`config.mk`:
```
export PLATFORM = sky130hd
export DESIGN_NAME = frame_header_deframer_top_flat
export DESIGN_NICKNAME = d
export VERILOG_FILES = /design/src/rtl/core/fhd_pkg.sv /design/src/rtl/core/fhd_if.sv /design/src/rtl/core/fhd_cfg_regs.sv /design/src/rtl/core/fhd_parser.sv /design/src/rtl/core/fhd_result_reg.sv /design/src/rtl/core/frame_header_deframer_top.sv /design/src/flat_wrapper.sv
export SDC_FILE = /design/constraint.sdc
export NUM_CORES = 1
export LEC_CHECK = 0
export BUFFER_PORTS_ARGS = -buffer_cell sky130_fd_sc_hd__buf_2
export CORE_MARGIN = 1
export CORE_UTILIZATION = 61
export CTS_BUF_LIST = sky130_fd_sc_hd__clkbuf_8
export DETAILED_ROUTE_END_ITERATION = 10
export PLACE_DENSITY = 0.87
export SLEW_MARGIN = 40
export SYNTH_ARGS = -nofsm -noshare
export SYNTH_HDL_FRONTEND = slang
export SYNTH_SLANG_ARGS = --single-unit
```
`constraint.sdc`:
```
create_clock -name clk -period 10.93 [get_ports clk]
set_input_delay 2.186 -clock clk [delete_from_list [all_inputs] [get_ports clk]]
set_output_delay 2.186 -clock clk [all_outputs]
set_load 0.01 [all_outputs]
```
`src/rtl/core/fhd_pkg.sv`:
```
// Shared types and constants for the frame header deframer.
`default_nettype none

package fhd_pkg;

  localparam int unsigned HEADER_BYTES = 28;
  localparam int unsigned CFG_INDEX_W  = 2;
  localparam int unsigned CFG_DATA_W   = 32;

  // Header byte offsets, sized to the header byte counter
  localparam logic [4:0] OFS_VERSION  = 5'd4;
  localparam logic [4:0] OFS_KIND     = 5'd6;
  localparam logic [4:0] OFS_FLAGS    = 5'd7;
  localparam logic [4:0] OFS_ROUTE    = 5'd8;
  localparam logic [4:0] OFS_REQUEST  = 5'd12;
  localparam logic [4:0] OFS_SEQUENCE = 5'd20;
  localparam logic [4:0] OFS_LENGTH   = 5'd24;
  localparam logic [4:0] HDR_LAST     = 5'(HEADER_BYTES - 1);

  localparam logic [26:0] ABS_MAX_PAYLOAD = 27'd67108864;

  localparam logic [7:0] KIND_FIRST = 8'd1;
  localparam logic [7:0] KIND_PUSH  = 8'd3;
  localparam logic [7:0] KIND_LAST  = 8'd4;

  typedef enum logic [CFG_INDEX_W-1:0] {
    REG_MAGIC       = 2'd0,
    REG_VERSION     = 2'd1,
    REG_MAX_PAYLOAD = 2'd2
  } reg_index_t;

  typedef enum logic [3:0] {
    ST_OK      = 4'd0,
    ST_MAGIC   = 4'd1,
    ST_VERSION = 4'd2,
    ST_SIZE    = 4'd3,
    ST_KIND    = 4'd4,
    ST_FLAGS   = 4'd5,
    ST_ROUTE   = 4'd6,
    ST_PUSH_ID = 4'd7,
    ST_ID_ZERO = 4'd8
  } status_t;

  typedef struct packed {
    logic [31:0] magic_word;
    logic [15:0] version_word;
    logic [26:0] max_payload_bytes;
  } cfg_t;

  typedef struct packed {
    logic [7:0]  payload_byte;
    logic        byte_valid;
    logic        frame_end;
    status_t     status;
    logic [7:0]  frame_kind;
    logic [31:0] route_id;
    logic [63:0] request_number;
    logic [31:0] sequence_number;
    logic [26:0] payload_length;
  } result_t;

endpackage

`default_nettype wire

```
`src/rtl/core/fhd_if.sv`:
```
// Stream and result channel interfaces of the frame header deframer.
`default_nettype none

interface fhd_stream_if;
  logic       valid;
  logic       ready;
  logic [7:0] stream_byte;

  modport source (output valid, output stream_byte, input ready);
  modport sink (input valid, input stream_byte, output ready);
endinterface

interface fhd_result_if;
  logic        valid;
  logic        ready;
  logic [7:0]  payload_byte;
  logic        byte_valid;
  logic        frame_end;
  logic [3:0]  status;
  logic [7:0]  frame_kind;
  logic [31:0] route_id;
  logic [63:0] request_number;
  logic [31:0] sequence_number;
  logic [26:0] payload_length;

  modport source (
    output valid, output payload_byte, output byte_valid, output frame_end,
    output status, output frame_kind, output route_id, output request_number,
    output sequence_number, output payload_length, input ready
  );
  modport sink (
    input valid, input payload_byte, input byte_valid, input frame_end,
    input status, input frame_kind, input route_id, input request_number,
    input sequence_number, input payload_length, output ready
  );
endinterface

`default_nettype wire

```
`src/rtl/core/fhd_cfg_regs.sv`:
```
// Configuration registers of the frame header deframer.
`default_nettype none

module fhd_cfg_regs (
  input  wire logic                               clk,
  input  wire logic                               rst,
  input  wire logic                               cfg_write,
  input  wire logic [fhd_pkg::CFG_INDEX_W-1:0]    cfg_index,
  input  wire logic [fhd_pkg::CFG_DATA_W-1:0]     cfg_data,
  output fhd_pkg::cfg_t                           cfg
);

  fhd_pkg::cfg_t cfg_regs;

  always_ff @(posedge clk) begin
    if (rst) begin
      cfg_regs.magic_word        <= '0;
      cfg_regs.version_word      <= '0;
      cfg_regs.max_payload_bytes <= fhd_pkg::ABS_MAX_PAYLOAD;
    end else if (cfg_write) begin
      case (fhd_pkg::reg_index_t'(cfg_index))
        fhd_pkg::REG_MAGIC:       cfg_regs.magic_word        <= cfg_data;
        fhd_pkg::REG_VERSION:     cfg_regs.version_word      <= cfg_data[15:0];
        fhd_pkg::REG_MAX_PAYLOAD: cfg_regs.max_payload_bytes <= cfg_data[26:0];
        default: begin
          // drop writes beyond the register list
        end
      endcase
    end
  end

  assign cfg = cfg_regs;

endmodule

`default_nettype wire

```
`src/rtl/core/fhd_parser.sv`:
```
// Header parser and payload tracker: one stream byte per accepted request.
`default_nettype none

module fhd_parser (
  input  wire logic           clk,
  input  wire logic           rst,
  input  wire fhd_pkg::cfg_t  cfg,
  input  wire logic           accept,
  input  wire logic [7:0]     stream_byte,
  output logic                res_fire,
  output fhd_pkg::result_t    res
);

  typedef enum logic [1:0] {
    PH_HEADER  = 2'd0,
    PH_PAYLOAD = 2'd1,
    PH_HALT    = 2'd2
  } phase_t;

  phase_t      phase, phase_next;
  logic [4:0]  header_count, header_count_next;
  logic [26:0] remaining_count, remaining_count_next;
  logic [31:0] magic_shift, magic_shift_next;
  logic [15:0] version_shift, version_shift_next;
  logic [7:0]  kind_reg, kind_reg_next;
  logic [7:0]  flags_reg, flags_reg_next;
  logic [31:0] route_reg, route_reg_next;
  logic [63:0] request_reg, request_reg_next;
  logic [31:0] sequence_reg, sequence_reg_next;
  logic [31:0] length_reg, length_reg_next;

  fhd_pkg::status_t body_status;
  fhd_pkg::status_t head_status;
  logic [26:0]      limit;

  // Body checks only read fields that are complete before the last header byte
  always_comb begin
    if (kind_reg < fhd_pkg::KIND_FIRST || kind_reg > fhd_pkg::KIND_LAST) begin
      body_status = fhd_pkg::ST_KIND;
    end else if (flags_reg != 8'd0) begin
      body_status = fhd_pkg::ST_FLAGS;
    end else if (route_reg == 32'd0) begin
      body_status = fhd_pkg::ST_ROUTE;
    end else if (kind_reg == fhd_pkg::KIND_PUSH) begin
      body_status = (request_reg != 64'd0) ? fhd_pkg::ST_PUSH_ID : fhd_pkg::ST_OK;
    end else begin
      body_status = (request_reg == 64'd0) ? fhd_pkg::ST_ID_ZERO : fhd_pkg::ST_OK;
    end
  end

  assign limit = (cfg.max_payload_bytes > fhd_pkg::ABS_MAX_PAYLOAD) ?
                 fhd_pkg::ABS_MAX_PAYLOAD : cfg.max_payload_bytes;

  always_comb begin
    phase_next           = phase;
    header_count_next    = header_count;
    remaining_count_next = remaining_count;
    magic_shift_next     = magic_shift;
    version_shift_next   = version_shift;
    kind_reg_next        = kind_reg;
    flags_reg_next       = flags_reg;
    route_reg_next       = route_reg;
    request_reg_next     = request_reg;
    sequence_reg_next    = sequence_reg;
    length_reg_next      = length_reg;
    head_status          = fhd_pkg::ST_OK;
    res_fire             = 1'b0;
    res                  = '0;

    if (accept) begin
      case (phase)
        PH_PAYLOAD: begin
          remaining_count_next = remaining_count - 27'd1;
          res_fire             = 1'b1;
          res.payload_byte     = stream_byte;
          res.byte_valid       = 1'b1;
          if (remaining_count == 27'd1) begin
            res.frame_end       = 1'b1;
            res.status          = body_status;
            res.frame_kind      = kind_reg;
            res.route_id        = route_reg;
            res.request_number  = request_reg;
            res.sequence_number = sequence_reg;
            res.payload_length  = length_reg[26:0];
            phase_next = (body_status == fhd_pkg::ST_OK) ? PH_HEADER : PH_HALT;
          end
        end
        PH_HEADER: begin
          if (header_count < fhd_pkg::OFS_VERSION) begin
            magic_shift_next = {magic_shift[23:0], stream_byte};
          end else if (header_count < fhd_pkg::OFS_KIND) begin
            version_shift_next = {version_shift[7:0], stream_byte};
          end else if (header_count == fhd_pkg::OFS_KIND) begin
            kind_reg_next = stream_byte;
          end else if (header_count == fhd_pkg::OFS_FLAGS) begin
            flags_reg_next = stream_byte;
          end else if (header_count < fhd_pkg::OFS_REQUEST) begin
            route_reg_next = {route_reg[23:0], stream_byte};
          end else if (header_count < fhd_pkg::OFS_SEQUENCE) begin
            request_reg_next = {request_reg[55:0], stream_byte};
          end else if (header_count < fhd_pkg::OFS_LENGTH) begin
            sequence_reg_next = {sequence_reg[23:0], stream_byte};
          end else begin
            length_reg_next = {length_reg[23:0], stream_byte};
          end
          header_count_next = header_count + 5'd1;

          if (header_count == fhd_pkg::HDR_LAST) begin
            header_count_next = '0;
            if (magic_shift != cfg.magic_word) begin
              head_status = fhd_pkg::ST_MAGIC;
            end else if (version_shift != cfg.version_word) begin
              head_status = fhd_pkg::ST_VERSION;
            end else if (length_reg_next > {5'd0, limit}) begin
              head_status = fhd_pkg::ST_SIZE;
            end else begin
              head_status = fhd_pkg::ST_OK;
            end

            if (head_status != fhd_pkg::ST_OK || length_reg_next == 32'd0) begin
              res_fire            = 1'b1;
              res.frame_end       = 1'b1;
              res.status          = (head_status != fhd_pkg::ST_OK) ? head_status : body_status;
              res.frame_kind      = kind_reg;
              res.route_id        = route_reg;
              res.request_number  = request_reg;
              res.sequence_number = sequence_reg;
              res.payload_length  = length_reg_next[26:0];
              phase_next = (res.status == fhd_pkg::ST_OK) ? PH_HEADER : PH_HALT;
            end else begin
              remaining_count_next = length_reg_next[26:0];
              phase_next           = PH_PAYLOAD;
            end
          end
        end
        default: begin
          // halted: drop every byte
        end
      endcase
    end
  end

  always_ff @(posedge clk) begin
    if (rst) begin
      phase           <= PH_HEADER;
      header_count    <= '0;
      remaining_count <= '0;
      magic_shift     <= '0;
      version_shift   <= '0;
      kind_reg        <= '0;
      flags_reg       <= '0;
      route_reg       <= '0;
      request_reg     <= '0;
      sequence_reg    <= '0;
      length_reg      <= '0;
    end else begin
      phase           <= phase_next;
      header_count    <= header_count_next;
      remaining_count <= remaining_count_next;
      magic_shift     <= magic_shift_next;
      version_shift   <= version_shift_next;
      kind_reg        <= kind_reg_next;
      flags_reg       <= flags_reg_next;
      route_reg       <= route_reg_next;
      request_reg     <= request_reg_next;
      sequence_reg    <= sequence_reg_next;
      length_reg      <= length_reg_next;
    end
  end

`ifndef SYNTHESIS
  a_halt_sticky: assert property (@(posedge clk) disable iff (rst)
    phase == PH_HALT |=> phase == PH_HALT)
    else $error("halt phase left without reset");

  a_payload_nonzero: assert property (@(posedge clk) disable iff (rst)
    phase == PH_PAYLOAD |-> remaining_count != 27'd0)
    else $error("payload phase with no bytes left");

  a_count_range: assert property (@(posedge clk) disable iff (rst)
    header_count <= fhd_pkg::HDR_LAST)
    else $error("header byte counter out of range");

  a_mid_payload_clean: assert property (@(posedge clk) disable iff (rst)
    res_fire && !res.frame_end |-> res.status == fhd_pkg::ST_OK && res.byte_valid)
    else $error("mid-frame result carries a status");

  a_error_halts: assert property (@(posedge clk) disable iff (rst)
    res_fire && res.status != fhd_pkg::ST_OK |=> phase == PH_HALT)
    else $error("error result did not halt the parser");
`endif

endmodule

`default_nettype wire

```
`src/rtl/core/fhd_result_reg.sv`:
```
// Result register between the parser and the result channel.
`default_nettype none

module fhd_result_reg (
  input  wire logic              clk,
  input  wire logic              rst,
  input  wire logic              load,
  input  wire fhd_pkg::result_t  res,
  output logic                   can_load,
  fhd_result_if.source           result
);

  logic             out_valid;
  fhd_pkg::result_t out_data;

  // Free when empty or when the held request leaves this cycle
  assign can_load = !out_valid || result.ready;

  always_ff @(posedge clk) begin
    if (rst) begin
      out_valid <= 1'b0;
    end else if (load) begin
      out_valid <= 1'b1;
    end else if (result.ready) begin
      out_valid <= 1'b0;
    end
  end

  always_ff @(posedge clk) begin
    if (load) begin
      out_data <= res;
    end
  end

  assign result.valid           = out_valid;
  assign result.payload_byte    = out_data.payload_byte;
  assign result.byte_valid      = out_data.byte_valid;
  assign result.frame_end       = out_data.frame_end;
  assign result.status          = out_data.status;
  assign result.frame_kind      = out_data.frame_kind;
  assign result.route_id        = out_data.route_id;
  assign result.request_number  = out_data.request_number;
  assign result.sequence_number = out_data.sequence_number;
  assign result.payload_length  = out_data.payload_length;

endmodule

`default_nettype wire

```
`src/rtl/core/frame_header_deframer_top.sv`:
```
// Top level of the frame header deframer.
`default_nettype none

// Frame header deframer: takes one stream byte per request on the stream
// channel and parses a 28-byte big-endian header (magic, version, kind,
// flags, route, request id, sequence, payload length). Magic, version and
// payload size are checked on the last header byte; a failure gives one
// header-only result with frame_end set. Each payload byte then gives one
// result with byte_valid set; the last one also carries the header fields
// and the status of the kind, flags, route and request-id checks. A frame
// with zero payload length gives one header-only result at header end.
// Any error halts the block: later bytes are still taken but dropped with
// no result until reset. The parser updates its counters and
// shift registers in the cycle the byte is taken and writes any
// result straight into a single output register, so a new byte is taken
// every cycle as long as that register is empty or being drained. A stalled
// result channel holds the stream channel only while the output register
// is full. No clearing pass after reset. Write configuration only while
// idle; register 2 above 64 MiB acts as 64 MiB.
module frame_header_deframer_top (
  input  wire logic                             clk,
  input  wire logic                             rst,
  input  wire logic                             cfg_write,
  input  wire logic [fhd_pkg::CFG_INDEX_W-1:0]  cfg_index,
  input  wire logic [fhd_pkg::CFG_DATA_W-1:0]   cfg_data,
  fhd_stream_if.sink                            stream,
  fhd_result_if.source                          result
);

  fhd_pkg::cfg_t    cfg;
  fhd_pkg::result_t res;
  logic             res_fire;
  logic             can_load;
  logic             accept;

  // Hold configuration; writes land at once, there is no read-back
  fhd_cfg_regs u_cfg (
    .clk       (clk),
    .rst       (rst),
    .cfg_write (cfg_write),
    .cfg_index (cfg_index),
    .cfg_data  (cfg_data),
    .cfg       (cfg)
  );

  // Take a byte whenever the output register can absorb a result
  assign stream.ready = can_load;
  assign accept       = stream.valid && can_load;

  // Advance the header counter or payload tracker by one byte
  fhd_parser u_parser (
    .clk         (clk),
    .rst         (rst),
    .cfg         (cfg),
    .accept      (accept),
    .stream_byte (stream.stream_byte),
    .res_fire    (res_fire),
    .res         (res)
  );

  // Hold the result until the result channel takes it
  fhd_result_reg u_out (
    .clk      (clk),
    .rst      (rst),
    .load     (res_fire),
    .res      (res),
    .can_load (can_load),
    .result   (result)
  );

endmodule

`default_nettype wire

```
`src/flat_wrapper.sv`:
```
// flat-port wrapper written by rule: the top's interface ports become plain ports
module frame_header_deframer_top_flat 
  (clk, rst, cfg_write, cfg_index, cfg_data, stream_valid, stream_stream_byte, stream_ready, result_valid, result_payload_byte, result_byte_valid, result_frame_end, result_status, result_frame_kind, result_route_id, result_request_number, result_sequence_number, result_payload_length, result_ready);
  fhd_stream_if stream_i ();
  fhd_result_if result_i ();
  input  wire logic clk;
  input  wire logic rst;
  input  wire logic cfg_write;
  input  wire logic [fhd_pkg::CFG_INDEX_W-1:0] cfg_index;
  input  wire logic [fhd_pkg::CFG_DATA_W-1:0] cfg_data;
  input wire logic [$bits(stream_i.valid)-1:0] stream_valid;
  input wire logic [$bits(stream_i.stream_byte)-1:0] stream_stream_byte;
  output wire logic [$bits(stream_i.ready)-1:0] stream_ready;
  output wire logic [$bits(result_i.valid)-1:0] result_valid;
  output wire logic [$bits(result_i.payload_byte)-1:0] result_payload_byte;
  output wire logic [$bits(result_i.byte_valid)-1:0] result_byte_valid;
  output wire logic [$bits(result_i.frame_end)-1:0] result_frame_end;
  output wire logic [$bits(result_i.status)-1:0] result_status;
  output wire logic [$bits(result_i.frame_kind)-1:0] result_frame_kind;
  output wire logic [$bits(result_i.route_id)-1:0] result_route_id;
  output wire logic [$bits(result_i.request_number)-1:0] result_request_number;
  output wire logic [$bits(result_i.sequence_number)-1:0] result_sequence_number;
  output wire logic [$bits(result_i.payload_length)-1:0] result_payload_length;
  input wire logic [$bits(result_i.ready)-1:0] result_ready;
  assign stream_i.valid = stream_valid;
  assign stream_i.stream_byte = stream_stream_byte;
  assign stream_ready = stream_i.ready;
  assign result_valid = result_i.valid;
  assign result_payload_byte = result_i.payload_byte;
  assign result_byte_valid = result_i.byte_valid;
  assign result_frame_end = result_i.frame_end;
  assign result_status = result_i.status;
  assign result_frame_kind = result_i.frame_kind;
  assign result_route_id = result_i.route_id;
  assign result_request_number = result_i.request_number;
  assign result_sequence_number = result_i.sequence_number;
  assign result_payload_length = result_i.payload_length;
  assign result_i.ready = result_ready;
  frame_header_deframer_top u_core (.clk(clk), .rst(rst), .cfg_write(cfg_write), .cfg_index(cfg_index), .cfg_data(cfg_data), .stream(stream_i), .result(result_i));
endmodule
```
==> impl_metrics.toml, run 1 <==
[logic_synthesis]
synth_top_family_by_area = "simple AND/OR/NAND/NOR gates"
synth_warnings = 0
async_flop_share = 0
synthAdderAreaFrac = 0.0176
yosysSeqAreaShare = 0.562
synth_simple_gate_area_frac = 0.213
synthFlopType = "dfxtp_1"
synthDistinctLibCells = 69
ys_ff_latch = 511
syn-instance-count = 2255
synth_edf_count = 177
synth_compound_area_frac = 0.107
synthMuxAreaShare = 0.0400
synth_xor_area_frac = 0.0226
synth.avg_cell_area_um2 = 9.46
synthesis.area_mm2 = 0.0213
synth_fp_nets = 2332

[finish]
largest_register_ffs = 75
drive_above_1_share = 0.152
final_area_mm2 = 0.0241
area_delta_synth_final_pct = 12.9
nNetsFinal = 2510
fill_cells = 2534

[floorplan]
ios = 226
fp-row-count = 68
die_h_um = 189
initial_core_util = 0.619
core_mm2 = 0.0345
die_area_mm2 = 0.0357
dieWidth_um = 189

[sta]
finalSetupViolCount = 0
worstMarginPinSlew_ns = 0.839
fin_crit_sh = 0.509
fin_setup_tns_ns = 0
max-slew-margin-rel = 0.441
slew_viol_final = 0
finalHoldViolCount = 0
rsz0062_at_grt = "no"
clock_skew_ns = 0.0509
fmax_mhz = 180
period_needed_ns = 5.56

[route]
drt-total-wl_um = 55600
drt-pass1-iter-count = 5
ant_nets = 0
wire_per_inst_um = 18.8
drtIter0Drc = 1829
route.vias.total = 17500
viasPerCell = 5.92
drc_errors = 0

[worst_setup_path]
crit_path_end_kind = "register"
cp_slowest_cell = "nor4_1"
path_max_fanout = 138
slowest_delay_ns = 0.43
crit_start = "stream_stream_byte[7]"
reg2reg_from = "u_core.u_parser.header_count[4]"
crit_type = "primary input to register"
critPathRequiredTime_ns = 11.28
crit_path_start_kind = "primary input"
worstPathArrival_ns = 5.91
path_cells = "buf_2, mux2i_1, inv_1, ha_1, nand4_1, nor4_1, nand2_1, a211o_2, o31ai_4, buf_4, and2_4, inv_2, buf_6, and2_1"

[place]
placed_cell_area_mm2 = 0.0226
hpwlAfterDp_um = 37100
gp_congestion = 0.919
port-buffer-count = 225

[clocking]
root_buffer = "clkbuf_8"
hold_buffers = 0
htree_levels = 3
clkTransAtPathRegs_ns = 0.06
numCtsBuffers = 77
clockBufferDepth = 3
clock_latency_ns = 0.64
cts.sinks = 511
cts_setup_buffers = 0
cts_tree = "done"
cts.repair.resized = 0

[grt]
grt_max_degree = 139
grt_pass1_wl_um = 86300
antenna_found_initial = 1
grt-ovfl-total = 0
grt_usage = 0.306
grt_pass1_vias = 16400

[run_status]
status = "finished clean"

[power_and_ir_drop]
ir_drop_v = 0.000112
powerDensity_mw_per_mm2 = 153
p_leak_uw = 0.0100

[worst_hold_path]
min_from = "u_core.u_parser.sequence_reg[31]"
hp-class = "register to register"

[flow_run]
cap_viol_max_count = 0
==> Yosys cell counts (all sizes together), types with 6 or more instances <==
cell | count | area share
or3 | 11 | 0.0032
dfxtp | 334 | 0.31
or4 | 7 | 0.0025
nor2 | 131 | 0.023
nor3 | 22 | 0.0054
ha | 30 | 0.018
a21oi | 269 | 0.063
and2 | 148 | 0.043
clkbuf | 115 | 0.020
xor2 | 21 | 0.0086
o21ai | 63 | 0.015
nand4 | 23 | 0.0067
edfxtp | 177 | 0.25
a31oi | 8 | 0.0023
nor4 | 50 | 0.015
nand3 | 28 | 0.0066
nand2 | 531 | 0.094
inv | 37 | 0.0065
o22ai | 6 | 0.0018
mux2i | 84 | 0.040
xnor2 | 34 | 0.014
buf | 27 | 0.011
a211o | 7 | 0.0029
a211oi | 32 | 0.011
==> where the power goes <==
part | total (uW) | switching [uW] | internal (uW)
combinational | 180 | 121 | 58.4
clock | 1510 | 744 | 768
sequential | 2000 | 24.3 | 1970
==> worst max-delay path: cells and delay by family <==
kind / cells / cell delay [ns]
buffers and inverters: 5 / 0.94
AOI/OAI and AO/OA: 2 / 0.78
and+or+nand+nor: 5 / 1.22
muxes: 1 / 0.35
adders and majority gates: 1 / 0.33
==> final timing paths <==
kind	endpoint	slack, ns	depth (start not counted)
setup / recovery	u_core.u_out.result.request_number[58]	5.37	14
hold / removal	u_core.u_parser.sequence_reg[31]	0.45	2
setup reg to reg	u_core.u_out.result.request_number[58]	5.38	14
hold reg to reg	u_core.u_parser.sequence_reg[31]	0.45	2
==> cells in the final DEF, fill, tap and decap left out, types with 4 or more instances in the layout <==
cell,count
a211o_1,6
a211oi_1,31
a21oi_1,268
a22oi_1,5
a31oi_1,8
and2_1,146
and3_1,4
buf_2,224
buf_4,12
buf_6,4
clkbuf_8,88
clkinv_1,8
clkinv_2,5
dfxtp_1,334
edfxtp_1,177
ha_1,30
inv_1,71
inv_6,4
mux2i_1,83
nand2_1,526
nand3_1,27
nand4_1,23
nor2_1,129
nor2b_1,4
nor3_1,19
nor4_1,46
nor4_2,4
o21ai_0,59
o22ai_1,6
or2_2,4
or3_1,11
or4_1,7
xnor2_1,34
xor2_1,21
==> final cells by class <==
class | count | area (um^2) | area share
clock buffer | 88 | 1210 | 0.0503
tap | 455 | 569 | 0.0236
clock inverter | 56 | 287 | 0.0119
sequential | 511 | 12000 | 0.498
inverter | 38 | 143 | 0.00592
antenna | 1 | 2.50 | 0.000104
timing repair buffer | 241 | 1270 | 0.0528
multi-input combinational | 1564 | 8610 | 0.357
==> per-stage QoR <==
step / cells / util / power, uW / hold WS [ns] / setup WS [ns]
CTS: 2953 / 0.699 / 3700 / 0.452 / 5.33
global placement: 2808 / 0.654 / 2200 / 0.439 / 4.87
detailed placement: 2809 / 0.655 / 2210 / 0.444 / 4.74
global route: 2954 / 0.699 / 3800 / 0.483 / 5.19
finish: 2954 / 0.699 / 3690 / 0.448 / 5.37
floorplan: 2255 / - / 2150 / 0.432 / 2.10
==> metal layers <==
| layer | vias to the layer above | track usage | wire [um] | share of wire |
|---|---|---|---|---|
| met4 | 0 | 0.136 | 2040 | 0.037 |
| met3 | 147 | 0.0665 | 5400 | 0.097 |
| met2 | 940 | 0.488 | 26100 | 0.47 |
| met1 | 8276 | 0.400 | 22100 | 0.40 |
| li1 | 8111 | - | - | - |
| met5 | - | 0 | 0 | 0 |
==> kinds of logic after synthesis <==
logic type / count (synthesis)
simple gates: 985
fa+ha+maj: 30
compound gates: 410
buf+inv: 180
mux: 84
xor+xnor: 55
flops: 511
No activity file was read; power rests on OpenSTA's default activity.
==> run 2, diff against run 1 <==
- ABC_AREA: not set -> 1
- clock period: 10.93 -> 5.2 ns (I/O delays scaled with it)
==> impl_metrics.toml, run 2 <==
[logic_synthesis]
yosysTopAreaCell = "dfxtp_1"
syn-instance-count = 2546
synthFlopType = "dfxtp_1"
synth_fp_nets = 2623
synthMostInstantiatedCell = "nor2_1"
synth_area_leaders = "dfxtp_1, edfxtp_1, nor2_1"
ys_ff_latch = 511
synthDistinctLibCells = 48
synthesis.area_mm2 = 0.0216
synth_top_area_frac = 0.310
synthTopCellsByCount = "nor2_1, dfxtp_1, o21ai_0"
synth_edf_count = 177
yosysSeqAreaShare = 0.557
async_flop_share = 0
synth_warnings = 0
synth.avg_cell_area_um2 = 8.47

[finish]
final_common_cell = "nor2_1"
postLayoutCoreUtil = 0.709
mostFrequentLayoutCells = "nor2_1, dfxtp_1, o21ai_0"
drive_above_1_share = 0.150
nNetsFinal = 2827
largest_register_ffs = 75
area_delta_synth_final_pct = 13.9
final_cells = 3273

[power_and_ir_drop]
p_leak_uw = 0.00997
powerDensity_mw_per_mm2 = 331
ir_drop_v = 0.000253

[sta]
whs_ns = 0.459
fin_setup_tns_ns = 0
fmax_mhz = 232
rsz0062_at_grt = "no"
fin_crit_sh = 0.829
worst_slack_ns = 0.889
slew_viol_final = 0
max-slew-margin-rel = 0.504
clock_skew_ns = 0.0245
period_needed_ns = 4.31
finalHoldViolCount = 0
worstMarginPinSlew_ns = 0.744
finalSetupViolCount = 0

[place]
gp_congestion = 0.954
hpwlAfterDp_um = 39200
port-buffer-count = 225
dpl.cell_count = 3122
place_worst_setup_slack_ns = 1.00

[clocking]
clock_latency_ns = 0.63
cts_setup_buffers = 0
root_buffer = "clkbuf_8"
htree_levels = 3
clkTransAtPathRegs_ns = 0.07
cts.repair.resized = 0
cts.sinks = 511
hold_buffers = 0
numCtsBuffers = 80
clockBufferDepth = 3
cts_tree = "done"

[grt]
grt_usage = 0.312
antenna_found_initial = 2
grt-ovfl-total = 0
grt_max_degree = 129
grt_pass1_vias = 17300
grt_pass1_wl_um = 88900

[route]
routed.top_layer = "met4"
wl_met1_um = 22500
dr_wl_met2_um = 26400
drtIter0Drc = 1830
ant_nets = 0
route.vias.total = 18400
viasPerCell = 5.61
drt-total-wl_um = 56800
wire_per_inst_um = 17.4
wl_met3_um = 5560
drc_errors = 0
drt-pass1-iter-count = 8

[floorplan]
ios = 226
die_h_um = 190
initial_core_util = 0.623
dieWidth_um = 190
core_mm2 = 0.0346
fp-row-count = 68
die_area_mm2 = 0.0361

[worst_setup_path]
path_max_fanout = 62
crit_type = "register to register"
crit_path_start_kind = "register"
crit_path_end_kind = "register"
critPathRequiredTime_ns = 5.56
worstPathArrival_ns = 4.67

[worst_hold_path]
hp-class = "register to register"

[flow_run]
cap_viol_max_count = 0

[run_status]
status = "finished clean"
==> run 2: changes by cell type after synthesis, moves of 12 or more <==
cell,previous run,this run
o21ai_0,59,313
nor2_1,131,452
nand3_1,28,43
xor2_1,21,9
o22ai_1,6,29
nand2_1,530,297
nor4_1,48,9
inv_1,36,285
and2_1,147,1
mux2i_1,83,0
a211oi_1,31,9
==> run 2: layout make-up <==
| type | instances | area [um^2] |
|---|---|---|
| Antenna cell | 2 | 5.00 |
| Clock buffer | 103 | 1420 |
| Fill cell | 2497 | 10100 |
| Tap cell | 455 | 569 |
| Multi-Input combinational cell | 1611 | 7830 |
| Sequential cell | 511 | 12000 |
| Inverter | 291 | 1100 |
| Clock inverter | 45 | 230 |
| Timing Repair Buffer | 255 | 1400 |
==> run 2: logic make-up (layout without fill, tap and decap cells) <==
kind of cell,count (synthesis),after routing,synth area share
and+or+nand+nor,877,877,0.167
adders and majority gates,30,30,0.0174
AOI/OAI and AO/OA,663,663,0.161
other,0,2,0
buffers and inverters,424,694,0.0820
DFF,511,511,0.557
xor gates and xnor gates,41,41,0.0167
==> run 2: power by group <==
group	internal [uW]	leakage (uW)	switching (uW)
registers	4170	0.00435	54.6
logic	156	0.00468	310
clock network	1840	0.000943	1590
==> run 2: critical path: stages (launching register included) <==
cell and delay, ns:
dfxtp_1 0.51, nand2_4 0.43, o21ai_0 0.63, inv_1 0.18
ha_1 0.33, a21oi_1 0.15, nand2_1 0.07, a21oi_1 0.16
nor2_1 0.07, nor2_1 0.08, nand2_1 0.07, nand2_2 0.12
and2_4 0.17, nand3_1 0.10, nand2_4 0.46, buf_4 0.35
nor2_1 0.09
==> run 2: path summary, 6_finish.rpt <==
kind                                    start                                       to  slack [ns]  cells after the start
max           u_core.u_parser.header_count[4]  u_core.u_out.result.sequence_number[14]        0.89                     16
min          u_core.u_parser.sequence_reg[24]         u_core.u_parser.sequence_reg[24]        0.46                      2
max reg2reg   u_core.u_parser.header_count[4]  u_core.u_out.result.sequence_number[14]        0.89                     16
min reg2reg  u_core.u_parser.sequence_reg[24]         u_core.u_parser.sequence_reg[24]        0.46                      2
==> run 2: per-stage QoR <==
stage / instance area [um^2] / total power [uW]
finish: 24600 / 8120
global route: 24600 / 8400
CTS: 24500 / 8130
detailed placement: 22900 / 4760
global placement: 22900 / 4750
floorplan: 21600 / 4610
==> run 2: metal layers <==
layer  track usage  up-vias
li1              -     8789
met4         0.151        0
met1         0.403     8467
met2         0.499      949
met3        0.0666      152
met5             0        -
